===== src/sv/ws2_pkg.sv =====
// ----------------------------------------------------------------------------
// ws2_pkg
// shared types and constants of the single-wire led transmitter
// ----------------------------------------------------------------------------
package ws2_pkg;

  localparam int ByteW     = 8;
  localparam int ScaleW    = 9;
  localparam int TickW     = 8;
  localparam int BitCntW   = 4;
  localparam int QueueDepth = 2;
  localparam int AddrW     = 4;
  localparam int DataW     = 32;

  localparam logic [ScaleW-1:0] IntensityMax   = 9'd256;
  localparam logic [ScaleW-1:0] IntensityReset = 9'd256;
  localparam logic [TickW-1:0]  ZeroHighReset  = 8'd16;
  localparam logic [TickW-1:0]  OneHighReset   = 8'd43;
  localparam logic [TickW-1:0]  PeriodReset    = 8'd60;
  localparam logic [BitCntW-1:0] BitsPerByte   = 4'd8;

  typedef enum logic [1:0] {
    REG_INTENSITY = 2'd0,
    REG_ZERO_HIGH = 2'd1,
    REG_ONE_HIGH  = 2'd2,
    REG_PERIOD    = 2'd3
  } reg_idx_t;

  typedef struct packed {
    logic [ScaleW-1:0] intensity;
    logic [TickW-1:0]  zero_high_ticks;
    logic [TickW-1:0]  one_high_ticks;
    logic [TickW-1:0]  bit_period_ticks;
  } cfg_t;

  typedef struct packed {
    logic             action;
    logic [ByteW-1:0] scaled_byte;
    logic             last_byte;
  } item_t;

  typedef struct packed {
    logic frame_done;
    logic byte_done;
    logic busy_res;
    logic accepted;
    logic line_level;
  } result_t;

endpackage


===== src/sv/ws2_regs.sv =====
// ----------------------------------------------------------------------------
// ws2_regs
// apb register file for intensity and bit timing
// ----------------------------------------------------------------------------
module ws2_regs import ws2_pkg::*; (
  input  logic             clk,
  input  logic             rst,
  input  logic             psel,
  input  logic             penable,
  input  logic             pwrite,
  input  logic [AddrW-1:0] paddr,
  input  logic [DataW-1:0] pwdata,
  output logic [DataW-1:0] prdata,
  output cfg_t             cfg
);

  logic     wr_en;
  reg_idx_t idx;

  assign wr_en = psel && penable && pwrite;
  assign idx   = reg_idx_t'(paddr[3:2]);

  always_ff @(posedge clk) begin
    if (rst) begin
      cfg.intensity        <= IntensityReset;
      cfg.zero_high_ticks  <= ZeroHighReset;
      cfg.one_high_ticks   <= OneHighReset;
      cfg.bit_period_ticks <= PeriodReset;
    end else if (wr_en) begin
      case (idx)
        REG_INTENSITY: cfg.intensity        <= pwdata[ScaleW-1:0];
        REG_ZERO_HIGH: cfg.zero_high_ticks  <= pwdata[TickW-1:0];
        REG_ONE_HIGH:  cfg.one_high_ticks   <= pwdata[TickW-1:0];
        REG_PERIOD:    cfg.bit_period_ticks <= pwdata[TickW-1:0];
        default: ;
      endcase
    end
  end

  always_comb begin
    case (idx)
      REG_INTENSITY: prdata = {{(DataW-ScaleW){1'b0}}, cfg.intensity};
      REG_ZERO_HIGH: prdata = {{(DataW-TickW){1'b0}}, cfg.zero_high_ticks};
      REG_ONE_HIGH:  prdata = {{(DataW-TickW){1'b0}}, cfg.one_high_ticks};
      REG_PERIOD:    prdata = {{(DataW-TickW){1'b0}}, cfg.bit_period_ticks};
      default:       prdata = '0;
    endcase
  end

endmodule


===== src/sv/ws2_front.sv =====
// ----------------------------------------------------------------------------
// ws2_front
// takes input words, scales the color byte and queues them for the encoder
// ----------------------------------------------------------------------------
module ws2_front import ws2_pkg::*; (
  input  logic             clk,
  input  logic             rst,
  input  logic [ScaleW-1:0] intensity,
  input  logic             in_valid,
  output logic             in_ready,
  input  logic             in_action,
  input  logic [ByteW-1:0] in_byte,
  input  logic             in_last,
  output logic             q_valid,
  input  logic             q_pop,
  output item_t            q_item
);

  localparam int PtrW = $clog2(QueueDepth);
  localparam int CntW = $clog2(QueueDepth + 1);

  item_t                 entries [QueueDepth];
  logic [PtrW-1:0]       wr_ptr;
  logic [PtrW-1:0]       rd_ptr;
  logic [CntW-1:0]       count;
  logic [ScaleW-1:0]     scale;
  logic [ByteW+ScaleW-1:0] product;
  item_t                 new_item;
  logic                  push;
  logic                  pop;

  assign scale   = (intensity > IntensityMax) ? IntensityMax : intensity;
  assign product = {{ScaleW{1'b0}}, in_byte} * {{ByteW{1'b0}}, scale};

  assign new_item.action      = in_action;
  assign new_item.scaled_byte = product[2*ByteW-1:ByteW];
  assign new_item.last_byte   = in_last;

  assign in_ready = (count != CntW'(QueueDepth));
  assign push     = in_valid && in_ready;
  assign q_valid  = (count != '0);
  assign pop      = q_pop && q_valid;
  assign q_item   = entries[rd_ptr];

  always_ff @(posedge clk) begin
    if (push) begin
      entries[wr_ptr] <= new_item;
    end
  end

  always_ff @(posedge clk) begin
    if (rst) begin
      wr_ptr <= '0;
      rd_ptr <= '0;
      count  <= '0;
    end else begin
      if (push) begin
        wr_ptr <= (wr_ptr == PtrW'(QueueDepth - 1)) ? '0 : wr_ptr + 1'b1;
      end
      if (pop) begin
        rd_ptr <= (rd_ptr == PtrW'(QueueDepth - 1)) ? '0 : rd_ptr + 1'b1;
      end
      case ({push, pop})
        2'b10:   count <= count + 1'b1;
        2'b01:   count <= count - 1'b1;
        default: count <= count;
      endcase
    end
  end

endmodule


===== src/sv/ws2_back.sv =====
// ----------------------------------------------------------------------------
// ws2_back
// bit encoder: byte buffer, shifter, bit timer and result register
// ----------------------------------------------------------------------------
module ws2_back import ws2_pkg::*; (
  input  logic    clk,
  input  logic    rst,
  input  cfg_t    cfg,
  input  logic    q_valid,
  output logic    q_pop,
  input  item_t   q_item,
  output logic    out_valid,
  input  logic    out_ready,
  output result_t out_res
);

  logic [ByteW-1:0]   shift_reg, shift_reg_next;
  logic [BitCntW-1:0] bits_left, bits_left_next;
  logic [TickW-1:0]   tick_count, tick_count_next;
  logic               shifting_last, shifting_last_next;
  logic [ByteW-1:0]   buffer_byte, buffer_byte_next;
  logic               buffer_last, buffer_last_next;
  logic               buffer_full, buffer_full_next;
  result_t            res;

  logic [TickW-1:0]   period;
  logic [TickW-1:0]   high;
  logic [TickW:0]     tick_inc;
  logic [BitCntW-1:0] bits_mid;

  assign q_pop  = q_valid && (!out_valid || out_ready);
  assign period = (cfg.bit_period_ticks == '0) ? TickW'(1) : cfg.bit_period_ticks;
  assign high   = shift_reg[ByteW-1] ? cfg.one_high_ticks : cfg.zero_high_ticks;
  assign tick_inc = {1'b0, tick_count} + 1'b1;

  always_comb begin
    shift_reg_next     = shift_reg;
    bits_left_next     = bits_left;
    tick_count_next    = tick_count;
    shifting_last_next = shifting_last;
    buffer_byte_next   = buffer_byte;
    buffer_last_next   = buffer_last;
    buffer_full_next   = buffer_full;
    res                = '0;
    bits_mid           = bits_left;

    // bit timer
    if (bits_left != '0) begin
      res.line_level = (tick_count < high);
      if (tick_inc >= {1'b0, period}) begin
        tick_count_next = '0;
        shift_reg_next  = {shift_reg[ByteW-2:0], 1'b0};
        bits_mid        = bits_left - 1'b1;
        if (bits_mid == '0) begin
          res.byte_done  = 1'b1;
          res.frame_done = shifting_last;
        end
      end else begin
        tick_count_next = tick_inc[TickW-1:0];
      end
    end
    bits_left_next = bits_mid;

    // buffer to shifter
    if (bits_mid == '0 && buffer_full) begin
      shift_reg_next     = buffer_byte;
      bits_left_next     = BitsPerByte;
      tick_count_next    = '0;
      shifting_last_next = buffer_last;
      buffer_full_next   = 1'b0;
    end

    // offered byte into buffer
    if (q_item.action && !buffer_full) begin
      buffer_byte_next = q_item.scaled_byte;
      buffer_last_next = q_item.last_byte;
      buffer_full_next = 1'b1;
      res.accepted     = 1'b1;
    end

    res.busy_res = (bits_left_next != '0) || buffer_full_next;
  end

  always_ff @(posedge clk) begin
    if (rst) begin
      shift_reg     <= '0;
      bits_left     <= '0;
      tick_count    <= '0;
      shifting_last <= 1'b0;
      buffer_last   <= 1'b0;
      buffer_full   <= 1'b0;
      out_valid     <= 1'b0;
    end else begin
      if (q_pop) begin
        shift_reg     <= shift_reg_next;
        bits_left     <= bits_left_next;
        tick_count    <= tick_count_next;
        shifting_last <= shifting_last_next;
        buffer_last   <= buffer_last_next;
        buffer_full   <= buffer_full_next;
        out_valid     <= 1'b1;
      end else if (out_ready) begin
        out_valid <= 1'b0;
      end
    end
  end

  always_ff @(posedge clk) begin
    if (q_pop) begin
      buffer_byte <= buffer_byte_next;
      out_res     <= res;
    end
  end

endmodule


===== src/sv/ws2812_led_transmitter.sv =====
// ----------------------------------------------------------------------------
// ws2812_led_transmitter
// single-wire led encoder with apb configuration and stream ports
// ----------------------------------------------------------------------------
// each input word is one tick of the bit timer and yields exactly one output
// word. a word can be taken every cycle while the input queue is not full; a
// result word passes through the two-entry input queue and then the output
// register of the encoder, which can hold it while the receiver stalls. the
// offered byte is scaled as byte * intensity >> 8 on entry.
module ws2812_led_transmitter import ws2_pkg::*; (
  input  logic             clk,
  input  logic             rst,
  input  logic             s_tvalid,
  output logic             s_tready,
  input  logic [7:0]       s_tdata,   // [7:0] data_byte
  input  logic             s_tuser,   // [0] action
  input  logic             s_tlast,   // last_byte
  output logic             m_tvalid,
  input  logic             m_tready,
  output logic [7:0]       m_tdata,   // [0] line_level [1] accepted [2] busy_res
                                      // [3] byte_done [4] frame_done [7:5] zero
  input  logic             psel,
  input  logic             penable,
  input  logic             pwrite,
  input  logic [AddrW-1:0] paddr,
  input  logic [DataW-1:0] pwdata,
  output logic [DataW-1:0] prdata,
  output logic             pready
);

  cfg_t    cfg;
  logic    q_valid;
  logic    q_pop;
  item_t   q_item;
  result_t res;

  assign pready = 1'b1;

  ws2_regs u_regs (
    .clk     (clk),
    .rst     (rst),
    .psel    (psel),
    .penable (penable),
    .pwrite  (pwrite),
    .paddr   (paddr),
    .pwdata  (pwdata),
    .prdata  (prdata),
    .cfg     (cfg)
  );

  ws2_front u_front (
    .clk       (clk),
    .rst       (rst),
    .intensity (cfg.intensity),
    .in_valid  (s_tvalid),
    .in_ready  (s_tready),
    .in_action (s_tuser),
    .in_byte   (s_tdata),
    .in_last   (s_tlast),
    .q_valid   (q_valid),
    .q_pop     (q_pop),
    .q_item    (q_item)
  );

  ws2_back u_back (
    .clk       (clk),
    .rst       (rst),
    .cfg       (cfg),
    .q_valid   (q_valid),
    .q_pop     (q_pop),
    .q_item    (q_item),
    .out_valid (m_tvalid),
    .out_ready (m_tready),
    .out_res   (res)
  );

  assign m_tdata = {3'b000, res};

endmodule


===== config.mk =====
export PLATFORM = sky130hd
export DESIGN_NAME = ws2812_led_transmitter
export DESIGN_NICKNAME = d
export VERILOG_FILES = /design/src/sv/ws2_pkg.sv /design/src/sv/ws2_regs.sv /design/src/sv/ws2_front.sv /design/src/sv/ws2_back.sv /design/src/sv/ws2812_led_transmitter.sv
export SDC_FILE = /design/constraint.sdc
export NUM_CORES = 1
export LEC_CHECK = 0
export BUFFER_PORTS_ARGS = -buffer_cell sky130_fd_sc_hd__buf_4
export CORE_ASPECT_RATIO = 2
export CORE_MARGIN = 2
export CORE_UTILIZATION = 59
export DETAILED_ROUTE_END_ITERATION = 8
export MAX_ROUTING_LAYER = met4
export PLACE_DENSITY = 0.8
export SLEW_MARGIN = 30
export SYNTH_ARGS = -nofsm -noshare
export SYNTH_HDL_FRONTEND = slang
export SYNTH_HIERARCHICAL = 1
export SYNTH_SLANG_ARGS = --single-unit

===== constraint.sdc =====
create_clock -name clk -period 5.92 [get_ports clk]
set_clock_uncertainty 0.15 [all_clocks]
set_input_delay 0.888 -clock clk [delete_from_list [all_inputs] [get_ports clk]]
set_output_delay 0.888 -clock clk [all_outputs]
set_load 0.01 [all_outputs]

==> results_tabular.tex <==
\begin{tabular}{lr}
\hline
Metric & Value \\
\hline
\multicolumn{2}{l}{\textbf{Synth}} \\
Post-synth top cells & dfxtp\_1, inv\_1, nor2\_1 \\
Share of flip-flops with an asynchronous set or reset after synthesis & 0\% \\
Synth top area share & 17.5\% \\
Xor-xnor portion of the synthesized cell area & 3.04\% \\
Post-synthesis register bit count & 95 \\
Cell variety after synth & 60 \\
Adder-cell share of the synthesized area & 20.3\% \\
Most frequently used flop master after synthesis & dfxtp\_1 \\
Cell area after synthesis & 7090 sq um \\
Fraction of the mapped netlist area in compound gates & 7.79\% \\
Synth area leader & dfxtp\_1 \\
Largest cells by area after synthesis & dfxtp\_1, edfxtp\_1, fa\_1, ha\_1, mux2i\_1 \\
Synthesized netlist cell count & 698 \\
Main combinational cell family by area after synthesis & adder cells \\
Post-synthesis sequential area ratio & 31.5\% \\
Mux cell area share after synthesis & 10.6\% \\
Average instance area after synthesis & 10.2 sq um \\
Library cell with the highest instance count after synthesis & dfxtp\_1 \\
Number of synthesis warnings & 6 \\
Number of enable flip-flop cells after synthesis & 33 \\
Share of synthesized cell area in and, or, nand and nor gates & 18.5\% \\
\multicolumn{2}{l}{\textbf{Route}} \\
Final ANT Viol Nets & 0 \\
Post-route DRC & 0 \\
Total wirelength of the detailed-routed design & 14900 microns \\
Number of detailed-route iterations in the first pass & 4 \\
Total vias in the final route & 5023 \\
Via-per-instance ratio & 5.71 \\
Average wire per cell in the routed design & 17.0 microns \\
Starting DRT DRC Count & 205 \\
\multicolumn{2}{l}{\textbf{Status}} \\
Run status & completed \\
\multicolumn{2}{l}{\textbf{Timing}} \\
Pin slew with the least headroom to its limit & 0.903 ns \\
RSZ-0062 raised after global routing & false \\
Final setup violation count & 0 \\
Number of failing hold endpoints at the final stage & 0 \\
Ratio of final minimum period to clock period & 87.3\% \\
Final Max Tran Viols & 0 \\
Final Critical Period & 5.17 ns \\
Tightest slew margin relative to the limit & 39.6\% \\
Crit path setup slack, layout & 0.749 ns \\
Total negative slack & 0 ns \\
Achievable clock frequency & 0.193 GHz \\
\multicolumn{2}{l}{\textbf{Critical path}} \\
Critical path required time & 5.85 ns \\
Arrival time at the worst endpoint & 5.10 ns \\
Crit. End Element & flip-flop \\
Maximum fanout encountered on the critical timing path & 12 \\
Startpoint type of the worst setup path & flip-flop \\
Number of cells on the worst reg-to-reg path & 14 \\
Startpoint-to-endpoint class of the critical path & reg -> reg \\
\multicolumn{2}{l}{\textbf{Clock network}} \\
Hold bufs inserted after CTS & 0 \\
Number of setup buffers added after CTS & 0 \\
CTS tree & built \\
Clock-pin slew of the registers on the worst-case setup and hold paths & 0.07 ns \\
Source-to-sink clock delay at the later pin of the worst-skew pair & 0.34 ns \\
Clock tree root driver cell & clkbuf\_16 \\
Sinks on the clock net & 95 \\
Post-cts gate resize count & 0 \\
CTS Buf Count & 9 \\
Worst-case clock buffer depth & 2 \\
Number of H-tree levels & 3 \\
\multicolumn{2}{l}{\textbf{Floorplan}} \\
Floorplan core area & 11700 sq um \\
Total die area & 13000 sq um \\
Die height & 159 microns \\
IO Count & 96 \\
Die boundary width & 81.5 microns \\
Effective utilization at floorplan & 60.6\% \\
Standard-cell rows & 56 \\
\multicolumn{2}{l}{\textbf{Pwr}} \\
Total leakage power & 3.46 nW \\
Power density of the placed cells & 239 nW/um\^{}2 \\
Peak supply drop & 0.252 mV \\
\multicolumn{2}{l}{\textbf{Placed design}} \\
Area of placed instances & 7370 sq um \\
Place WS & 0.736 ns \\
DPL Wire Length & 11800 microns \\
Port Buffers & 43 \\
Routability cong. & 0.889 \\
\multicolumn{2}{l}{\textbf{Global route}} \\
Pin count of the biggest net entering global routing & 74 \\
Global-route wire length before repair & 23800 microns \\
GRT Util Overall & 24.6\% \\
Vias in the first global route & 5201 \\
Initial antenna violation count & 0 \\
GRT Residual Overflow & 0 \\
\multicolumn{2}{l}{\textbf{Final layout}} \\
Biggest register & u\_regs/cfg \\
Biggest registers after layout & u\_regs/cfg (33), u\_front/entries (20) \\
Flip-flop count of the largest register, all copies and words added & 33 \\
Growth of design area from synthesis to finish & 8.25\% \\
Final net count & 873 \\
Area used by sequential logic in the layout & 2230 sq um \\
Fraction of final layout cells sized beyond drive strength 1 & 14.6\% \\
FILL cells & 937 \\
N\_diodes & 0 \\
Area of combinational cells with multiple inputs & 4370 sq um \\
Post-route cell area & 7670 sq um \\
\multicolumn{2}{l}{\textbf{Worst hold path}} \\
Cell count of the worst hold path & 2 \\
Class of the tightest hold or removal check & reg -> reg \\
\multicolumn{2}{l}{\textbf{Run}} \\
Max\_cap viols & 0 \\
\hline
\end{tabular}
stage by stage:
| stage | cells | hold WS (ns) | total power [mW] | utilization [%] |
|---|---|---|---|---|
| floorplan | 722 | 0.304 | 1.14 | - |
| global placement | 863 | 0.316 | 1.23 | 62.9 |
| detailed placement | 863 | 0.334 | 1.26 | 62.9 |
| CTS | 879 | 0.346 | 1.85 | 65.5 |
| global route | 879 | 0.364 | 1.91 | 65.5 |
| finish | 879 | 0.346 | 1.83 | 65.5 |
area by class of cell:
cell class,instances,share of cell area (%)
multi-input combinational,515,57.0
sequential,95,29.1
timing repair buffer,47,4.60
inverter,61,2.99
clock buffer,9,2.94
tap,145,2.37
clock inverter,7,1.03
critical path, cell delays in order (launching register included):
cell and delay, ns:
dfxtp_1 0.44, nor2b_1 0.68, and2_1 0.26, fa_1 0.42
fa_1 0.51, fa_1 0.55, inv_1 0.06, fa_1 0.54
inv_1 0.04, ha_1 0.38, and4_1 0.20, o21ai_0 0.13
o21ai_2 0.23, o21a_1 0.21, o211ai_2 0.11
final timing paths:
kind                                          start                    end  slack [ns]
worst max-delay path                 u_regs/cfg[32]  u_front/entries[1][8]        0.75
worst min register to register  u_back/shift_reg[5]    u_back/shift_reg[6]        0.35
worst max register to register       u_regs/cfg[32]  u_front/entries[1][8]        0.75
worst min-delay path            u_back/shift_reg[5]    u_back/shift_reg[6]        0.35
cell families after synthesis:
logic type | Yosys count
other cells | 3
xor+xnor | 23
buf+inv | 112
mux | 64
flops | 95
simple gates | 241
compound gates | 69
fa+ha+maj | 91
power by group:
group	switching (mW)	internal, mW
logic	0.226	0.170
registers	0.0593	0.788
clock network	0.254	0.333
per-layer routing:
metal,global-route usage (%),up-vias,part of all wire [%]
met1,23.8,2483,36
li1,-,2366,-
met2,45.8,133,58
met5,-,-,0
met3,3.00,41,2.9
met4,12.2,0,3.7
placed cells by master (no fill, tap or decap), drive strengths merged, types with 4 or more instances in the layout:
master,n
ha,51
mux4,8
clkbuf,9
and2,45
o211ai,6
or3,4
inv,64
a32o,5
mux2,11
o21ai,12
mux2i,45
nand2b,42
o21a,5
conb,27
a221oi,8
a21o,4
nor3,8
dfxtp,62
nor2b,10
xor2,6
a21oi,16
fa,40
buf,47
edfxtp,33
nand2,45
xnor2,16
nand3,10
nor2,58
Power figures use the tool's default switching activity.
